<file path="src/hdl/blmf_pkg.sv">
package blmf_pkg;

  // Field widths
  localparam int unsigned ROW_W     = 9;
  localparam int unsigned COL_W     = 9;
  localparam int unsigned SUM_W     = 19;
  localparam int unsigned ROWSUM_W  = 10;
  localparam int unsigned SIZE_W    = 10;
  localparam int unsigned HALF_W    = 8;
  localparam int unsigned CFG_IDX_W = 2;
  localparam int unsigned CFG_DAT_W = 10;

  // Signed coordinate width: covers row + half - 1 and frame sizes up to 4096
  localparam int unsigned CRD_W = 14;

  // Default table geometry
  localparam int unsigned MAX_WIDTH_DEF  = 512;
  localparam int unsigned MAX_HEIGHT_DEF = 512;

  // Register reset values
  localparam logic [SIZE_W-1:0] FRAME_WIDTH_RST  = SIZE_W'(512);
  localparam logic [SIZE_W-1:0] FRAME_HEIGHT_RST = SIZE_W'(480);
  localparam logic [HALF_W-1:0] HALF_ROWS_RST    = HALF_W'(12);
  localparam logic [HALF_W-1:0] HALF_COLS_RST    = HALF_W'(12);

  typedef logic signed [CRD_W-1:0] crd_t;

  typedef enum logic {
    CMD_LOAD  = 1'b0,
    CMD_QUERY = 1'b1
  } cmd_e;

  typedef enum logic [CFG_IDX_W-1:0] {
    CFG_FRAME_WIDTH  = 2'd0,
    CFG_FRAME_HEIGHT = 2'd1,
    CFG_HALF_ROWS    = 2'd2,
    CFG_HALF_COLS    = 2'd3
  } cfg_idx_e;

  typedef enum logic [2:0] {
    ST_IDLE,
    ST_LD_RD,
    ST_LD_WR,
    ST_Q_WIN,
    ST_Q_RD,
    ST_Q_LAST,
    ST_Q_OUT
  } state_e;

  // Corner terms of the summed-area lookup, in read order
  typedef enum logic [1:0] {
    TERM_A = 2'd0,  // (r1, c1)      added
    TERM_B = 2'd1,  // (r0-1, c1)    subtracted
    TERM_D = 2'd2,  // (r1, c0-1)    subtracted
    TERM_E = 2'd3   // (r0-1, c0-1)  added
  } term_e;

  typedef struct packed {
    logic [SIZE_W-1:0] frame_width;
    logic [SIZE_W-1:0] frame_height;
    logic [HALF_W-1:0] half_rows;
    logic [HALF_W-1:0] half_cols;
  } cfg_t;

  // Clipped window, bounds inclusive
  typedef struct packed {
    logic             valid;
    crd_t             r0;
    crd_t             r1;
    crd_t             c0;
    crd_t             c1;
    logic [SUM_W-1:0] cells;
  } win_t;

  // Frame size limited to the table geometry
  function automatic crd_t clamp_size(logic [SIZE_W-1:0] v, int unsigned lim);
    crd_t vs;
    crd_t ls;
    vs = crd_t'(v);
    ls = crd_t'(lim);
    return (vs > ls) ? ls : vs;
  endfunction

endpackage

</file>
<file path="src/hdl/blmf_window.sv">
// Clips the query window to the frame and counts its cells.
// Bounds are registered on start_i, the cell count in the cycle after.
module blmf_window #(
  parameter int unsigned MAX_WIDTH  = blmf_pkg::MAX_WIDTH_DEF,
  parameter int unsigned MAX_HEIGHT = blmf_pkg::MAX_HEIGHT_DEF
) (
  input  logic                        clk_i,
  input  logic                        rst_ni,
  input  logic                        start_i,
  input  logic [blmf_pkg::ROW_W-1:0]  row_i,
  input  logic [blmf_pkg::COL_W-1:0]  col_i,
  input  blmf_pkg::cfg_t              cfg_i,
  output blmf_pkg::win_t              win_o
);

  blmf_pkg::crd_t h_eff, w_eff, rs, cs, hr, hc;
  blmf_pkg::crd_t r0_d, r1_d, c0_d, c1_d;
  blmf_pkg::crd_t r0_q, r1_q, c0_q, c1_q;
  blmf_pkg::crd_t dr, dc;
  logic           valid_d, valid_q;
  logic [2*blmf_pkg::CRD_W-1:0] prod;
  logic [blmf_pkg::SUM_W-1:0]   cells_q;

  // Clip against the frame
  always_comb begin
    h_eff = blmf_pkg::clamp_size(cfg_i.frame_height, MAX_HEIGHT);
    w_eff = blmf_pkg::clamp_size(cfg_i.frame_width, MAX_WIDTH);
    rs    = blmf_pkg::crd_t'(row_i);
    cs    = blmf_pkg::crd_t'(col_i);
    hr    = blmf_pkg::crd_t'(cfg_i.half_rows);
    hc    = blmf_pkg::crd_t'(cfg_i.half_cols);

    r0_d = rs - hr;
    c0_d = cs - hc;
    r1_d = rs + hr - blmf_pkg::crd_t'(1);
    c1_d = cs + hc - blmf_pkg::crd_t'(1);
    if (r0_d < blmf_pkg::crd_t'(0)) r0_d = '0;
    if (c0_d < blmf_pkg::crd_t'(0)) c0_d = '0;
    if (r1_d > h_eff - blmf_pkg::crd_t'(1)) r1_d = h_eff - blmf_pkg::crd_t'(1);
    if (c1_d > w_eff - blmf_pkg::crd_t'(1)) c1_d = w_eff - blmf_pkg::crd_t'(1);

    valid_d = (cfg_i.half_rows != '0) && (cfg_i.half_cols != '0) &&
              (h_eff > blmf_pkg::crd_t'(0)) && (w_eff > blmf_pkg::crd_t'(0)) &&
              (r0_d <= r1_d) && (c0_d <= c1_d);
  end

  always_ff @(posedge clk_i or negedge rst_ni) begin
    if (!rst_ni) begin
      valid_q <= 1'b0;
    end else if (start_i) begin
      valid_q <= valid_d;
    end
  end

  always_ff @(posedge clk_i) begin
    if (start_i) begin
      r0_q <= r0_d;
      r1_q <= r1_d;
      c0_q <= c0_d;
      c1_q <= c1_d;
    end
  end

  // Cell count from the registered bounds
  always_comb begin
    dr   = r1_q - r0_q + blmf_pkg::crd_t'(1);
    dc   = c1_q - c0_q + blmf_pkg::crd_t'(1);
    prod = $unsigned(dr) * $unsigned(dc);
  end

  always_ff @(posedge clk_i) begin
    cells_q <= valid_q ? prod[blmf_pkg::SUM_W-1:0] : '0;
  end

  assign win_o.valid = valid_q;
  assign win_o.r0    = r0_q;
  assign win_o.r1    = r1_q;
  assign win_o.c0    = c0_q;
  assign win_o.c1    = c1_q;
  assign win_o.cells = cells_q;

endmodule

</file>
<file path="config.mk">
export PLATFORM = sky130hd
export DESIGN_NAME = blmf_window
export DESIGN_NICKNAME = d
export VERILOG_FILES = /design/src/hdl/blmf_pkg.sv /design/src/hdl/blmf_window.sv
export SDC_FILE = /design/constraint.sdc
export NUM_CORES = 1
export LEC_CHECK = 0
export BUFFER_PORTS_ARGS = -buffer_cell sky130_fd_sc_hd__buf_2
export CORE_MARGIN = 4
export CORE_UTILIZATION = 35
export CTS_BUF_LIST = sky130_fd_sc_hd__clkbuf_2 sky130_fd_sc_hd__clkbuf_4 sky130_fd_sc_hd__clkbuf_8
export DETAILED_ROUTE_END_ITERATION = 12
export PLACE_DENSITY_LB_ADDON = 0.2
export SKIP_CTS_REPAIR_TIMING = 1
export SLEW_MARGIN = 20
export SYNTH_ARGS = -nofsm -noshare
export SYNTH_HDL_FRONTEND = slang
export SYNTH_SLANG_ARGS = --single-unit
</file>
<file path="constraint.sdc">
create_clock -name clk_i -period 8 [get_ports clk_i]
set_clock_uncertainty 0.05 [all_clocks]
set_input_delay 0.8 -clock clk_i [delete_from_list [all_inputs] [get_ports clk_i]]
set_output_delay 0.8 -clock clk_i [all_outputs]
set_load 0.01 [all_outputs]
</file>
Word-level counts from Yosys, hierarchy flattened
Cells that the tools add are included.
{ "classes": {"magnitude_cmp": 10, "multipliers": 1, "add_sub_neg": 12, "n_mux": 6, "n_reduce_logical": 7} }
{ "ops": {"columns": ["cell", "n"], "rows": [
  ["$mux W14", 4],
  ["$sub A10 B1 Y11 const B", 4],
  ["$add A14 B2 Y14 const B", 2],
  ["$le A14 B14 Y1", 2],
  ["$sub A14 B14 Y14", 2],
  ["$gt A11 B11 Y1", 2],
  ["$add A9 B8 Y10", 2],
  ["$gt A10 B1 Y1 const B", 2],
  ["$gt A10 B10 Y1 const B", 2],
  ["$lt A10 B1 Y1 const B", 2],
  ["$mux W10", 2],
  ["$sub A9 B8 Y10", 2],
  ["$mul A14 B14 Y19", 1],
  ["$reduce_bool A8 Y1", 2],
  ["$logic_and A1 B1 Y1", 5]
]} }
{ "word_totals": {"output_inout_bits": 76, "regBits": 76, "word_cells": 42} }

Depth between registers and ports, before layout
{ "depth": {"word_depth": 8, "mapped_depth": 32, "depth_no_buf": 32} }

Least setup slack after synthesis
Ideal clock, no wire load.
{ "synth_timing": {"path_kind": "flip-flop to flip-flop", "start": "register c0_q[1]", "end": "register cells_q[18] in the netlist's numbering", "path_buffers": 0, "t_required_ps": 7886, "slack_ps": 281, "path_stages_with_launch": 31, "arrival_ps": 7605, "synth_period_minus_slack_ps": 7719, "path_cell_list": "edfxtp_1 > ha_1 > inv_1 > ha_1 > inv_1 > fa_1 > nor2b_1 > o2111a_1 > or4_4 > nand2_2 > o21ai_1 > nor2_1 > inv_1 > fa_1 > fa_1 > inv_1 > fa_1 > fa_1 > fa_1 > inv_1 > fa_1 > inv_1 > ha_1 > nand2_1 > nor2_1 > and4_1 > o31a_1 > o21a_1 > o41ai_1 > xor3_1 > nor2_1"} }
{ "synth_between": {"elab_chain_len": 3} }
{ "synth_rtl": {"columns": ["element", "line", "rtl"], "rows": [
  ["start, declared", "blmf_window.sv:18", "blmf_pkg::crd_t r0_q, r1_q, c0_q, c1_q;"],
  ["start signal, assigned", "blmf_window.sv:59", "c0_q <= c0_d;"],
  ["$sub A14 B14 Y14", "blmf_window.sv:67", "dc = c1_q - c0_q + blmf_pkg::crd_t'(1);"],
  ["$add A14 B2 Y14", "blmf_window.sv:67", null],
  ["$mul A14 B14 Y19", "blmf_window.sv:68", "prod = $unsigned(dr) * $unsigned(dc);"],
  ["end signal, assigned", "blmf_window.sv:72", "cells_q <= valid_q ? prod[blmf_pkg::SUM_W-1:0] : '0;"],
  ["end, declared", "blmf_window.sv:22", "logic [blmf_pkg::SUM_W-1:0] cells_q;"]
]} }
No other way between the ends.
A chain may end at the register's enable or synchronous reset.

Worst setup path after layout
Same ends and word-level chain as after synthesis.

==> impl_metrics.py <==
metrics = {
    "status": {
        "run_status": "finished clean",
    },
    "die": {
        "core_um2": 31800,
        "die_y_um": 188.2,
        "die_w_um": 188.2,
        "num_rows": 65,
        "io-pin-count": 133,
        "start_util": 0.3576,
        "dieArea_um2": 35440,
    },
    "critical_path": {
        "worst_r2r_startpoint": "c0_q[1]",
        "crit_path_max_fanout": 8,
        "start_kind": "flip-flop",
        "cp_data_required_time_ns": 8.26,
        "worstPathArrival_ns": 7.91,
        "r2r_cells": 30,
        "reg2reg_to": "cells_q[18]",
        "rrSetupSlack_ns": 0.34,
        "path_class": "flip-flop to flip-flop",
        "cp-end-kind": "flip-flop",
        "cpMaxStageDelayCell": "fa_1",
        "worst_path_largest_cell_delay_ns": 0.58,
    },
    "routing": {
        "dr.pass1.iters": 5,
        "drc_errors": 0,
        "vias_per_cell": 4.639,
        "antenna_left": 0,
        "drtIter0Drc": 348,
        "routed_wirelength_mm": 27.42,
        "post_drt_wl_per_cell_um": 14.39,
        "vias": 8838,
    },
    "sta": {
        "fin_ws_ns": 0.3418,
        "relSlewSlack": 0.4268,
        "tightest_slew_ns": 0.8382,
        "tns_ns": 0,
        "hold_violations": 0,
        "period_share": 0.9573,
        "setup_viol": 0,
        "fmax_ghz": 0.1306,
        "rsz0062_at_grt": "false",
        "fin_crit_ns": 7.658,
        "slew_violations": 0,
    },
    "synth": {
        "synth.avg_cell_area_um2": 8.530,
        "synthesis.area_um2": 11370,
        "ys_types": 70,
        "async_reset_ff_frac": 0.01667,
        "seq_area_frac_synth": 0.1413,
        "yosys_warnings": 0,
        "synthFlopType": "edfxtp_1",
        "syn_inst": 1333,
        "synth_seq_cells": 60,
        "synth-edff-count": 40,
    },
    "clock_network": {
        "cts_tree": "built",
        "cts_buffer_depth": 2,
        "cts_made_buffers": 9,
        "cts_max_level": 3,
        "clk_pin_slew_ns": 0.08,
        "cts_root_buffer": "clkbuf_8",
        "cts_sinks": 60,
        "clk_latency_ns": 0.39,
    },
    "placed_design": {
        "detailedPlace.worstSlack_ns": -0.1683,
        "portBuffers": 122,
        "place.detailed.hpwl_mm": 24.11,
        "gp_congestion": 0.8312,
    },
    "layout": {
        "regArea_um2": 1607,
        "multi_input_area_um2": 8547,
        "diodes": 0,
        "fin_nets": 1821,
        "syn_to_final_growth_pct": 12.58,
        "fillCellCount": 3298,
        "drive_gt1_frac": 0.1354,
    },
    "grt": {
        "grt_pass1_wl_mm": 45.73,
        "grt_max_degree": 43,
        "overflow": 0,
        "grt_pass1_vias": 9220,
        "antenna_found_initial": 0,
        "gr-usage-all-layers": 0.1580,
    },
    "run": {
        "cap_violations": 0,
    },
    "hold_path": {
        "hp-class": "input pin to asynchronous set/reset pin",
    },
}
==> how the worst max path moves through the flow <==
| stage | start | end | slack, ns | cells past startpoint |
|---|---|---|---|---|
| after CTS | c0_q[1] | cells_q[18] | -0.15 | 30 |
| after global routing | c1_q[4] | cells_q[18] | 0.004 | 26 |
| after global placement | c0_q[1] | cells_q[18] | 0.10 | 30 |
| after detailed placement | c0_q[1] | cells_q[18] | -0.17 | 30 |
| final | c0_q[1] | cells_q[18] | 0.34 | 30 |
| after floorplan | c0_q[1] | cells_q[18] | 0.28 | 30 |
==> cells in the mapped netlist, drive strengths merged, types with 3 or more instances <==
master | number | area, µm²
inv | 289 | 1085
ha | 186 | 2327
nand2 | 118 | 445.4
fa | 113 | 2262
nor2 | 93 | 349.1
xnor2 | 56 | 490.5
a21oi | 52 | 260.3
edfxtp | 40 | 1201
o21ai | 34 | 170.2
and2 | 32 | 200.2
nor2b | 29 | 188.9
nand2b | 24 | 150.1
clkbuf | 23 | 97.59
o21a | 22 | 165.2
nor3 | 20 | 100.1
buf | 19 | 150.1
dfxtp | 19 | 380.4
a21o | 16 | 120.1
xor2 | 15 | 131.4
nor4 | 14 | 87.58
o21bai | 14 | 105.1
nand3 | 10 | 50.05
mux2i | 9 | 90.09
nand4 | 6 | 37.54
or2 | 6 | 37.54
a31oi | 5 | 37.53
a2111oi | 4 | 35.03
a211oi | 4 | 30.03
and3 | 4 | 25.02
o211ai | 4 | 30.03
o41ai | 4 | 35.03
a211o | 3 | 26.28
and4 | 3 | 28.78
nand3b | 3 | 22.52
nor3b | 3 | 22.52
or3 | 3 | 18.77
xor3 | 3 | 71.32
==> flip-flops by register name, indices dropped and copies added, names as in the netlist <==
| register | count |
|---|---|
| cells_q | 19 |
| c1_q | 11 |
| r1_q | 11 |
| c0_q | 9 |
| r0_q | 9 |
| valid_q | 1 |
==> placed cells by master (no fill, tap or decap), types with 4 or more instances in the layout <==
cell / count
a211oi_1: 4
a21o_1: 16
a21oi_1: 50
a31oi_1: 4
and2_1: 32
and3_1: 4
buf_2: 122
buf_4: 32
clkbuf_8: 9
conb_1: 10
dfxtp_1: 19
edfxtp_1: 40
fa_1: 111
ha_1: 186
inv_1: 289
mux2i_1: 9
nand2_1: 117
nand2b_1: 24
nand3_1: 10
nand4_1: 6
nor2_1: 91
nor2b_1: 28
nor3_1: 20
nor4_1: 14
o211ai_1: 4
o21a_1: 22
o21ai_0: 30
o21bai_1: 14
or2_2: 5
xnor2_1: 53
xor2_1: 15
==> per-layer routing <==
layer / part of all wire / global-route usage / up-vias
li1: - / - / 4508
met1: 0.45 / 0.2003 / 4155
met2: 0.49 / 0.2832 / 157
met3: 0.051 / 0.03242 / 18
met4: 0.0093 / 0.02484 / 0
met5: 0 / 0 / -
==> critical path, delay by kind of cell (launching register included) <==
kind                       cells  cell delay (ns)
AOI/OAI and AO/OA              5             1.15
and+or+nand+nor                8             1.24
DFF                            1             0.41
xor gates and xnor gates       1             0.27
adders and majority gates     10             4.16
buffers and inverters          6             0.33
==> cells by family after synthesis <==
family                   share of synthesized area
other                                    0.0003298
multiplexers                              0.009903
AO/OA/AOI/OAI                               0.1075
adder cells (fa/ha/maj)                     0.4036
XOR/XNOR                                   0.06096
flip-flops                                  0.1413
buffers and inverters                       0.1172
AND/OR/NAND/NOR                             0.1592
==> layout make-up <==
cell class                 count  share of cell area
multi-input combinational    951              0.6677
sequential                    60              0.1255
inverter                     289             0.08474
timing repair buffer         154             0.06646
tap                          435             0.04252
clock buffer                   9            0.009677
clock inverter                 7            0.003421
==> stage by stage <==
| step | hold slack [ns] | area, µm² | utilization | cells |
|---|---|---|---|---|
| final | 0.1569 | 12800 | 0.4026 | 1905 |
| after global routing | 0.1388 | 12800 | 0.4026 | 1905 |
| after CTS | 0.1385 | 12670 | 0.3986 | 1899 |
| after detailed placement | 0.5411 | 12510 | 0.3933 | 1883 |
| after global placement | 0.5408 | 12510 | 0.3933 | 1883 |
| after floorplan | 0.4544 | 11400 | - | 1342 |
Power is not shown: default switching activity piles up to over one toggle a cycle in this logic, so the estimate is an artifact.
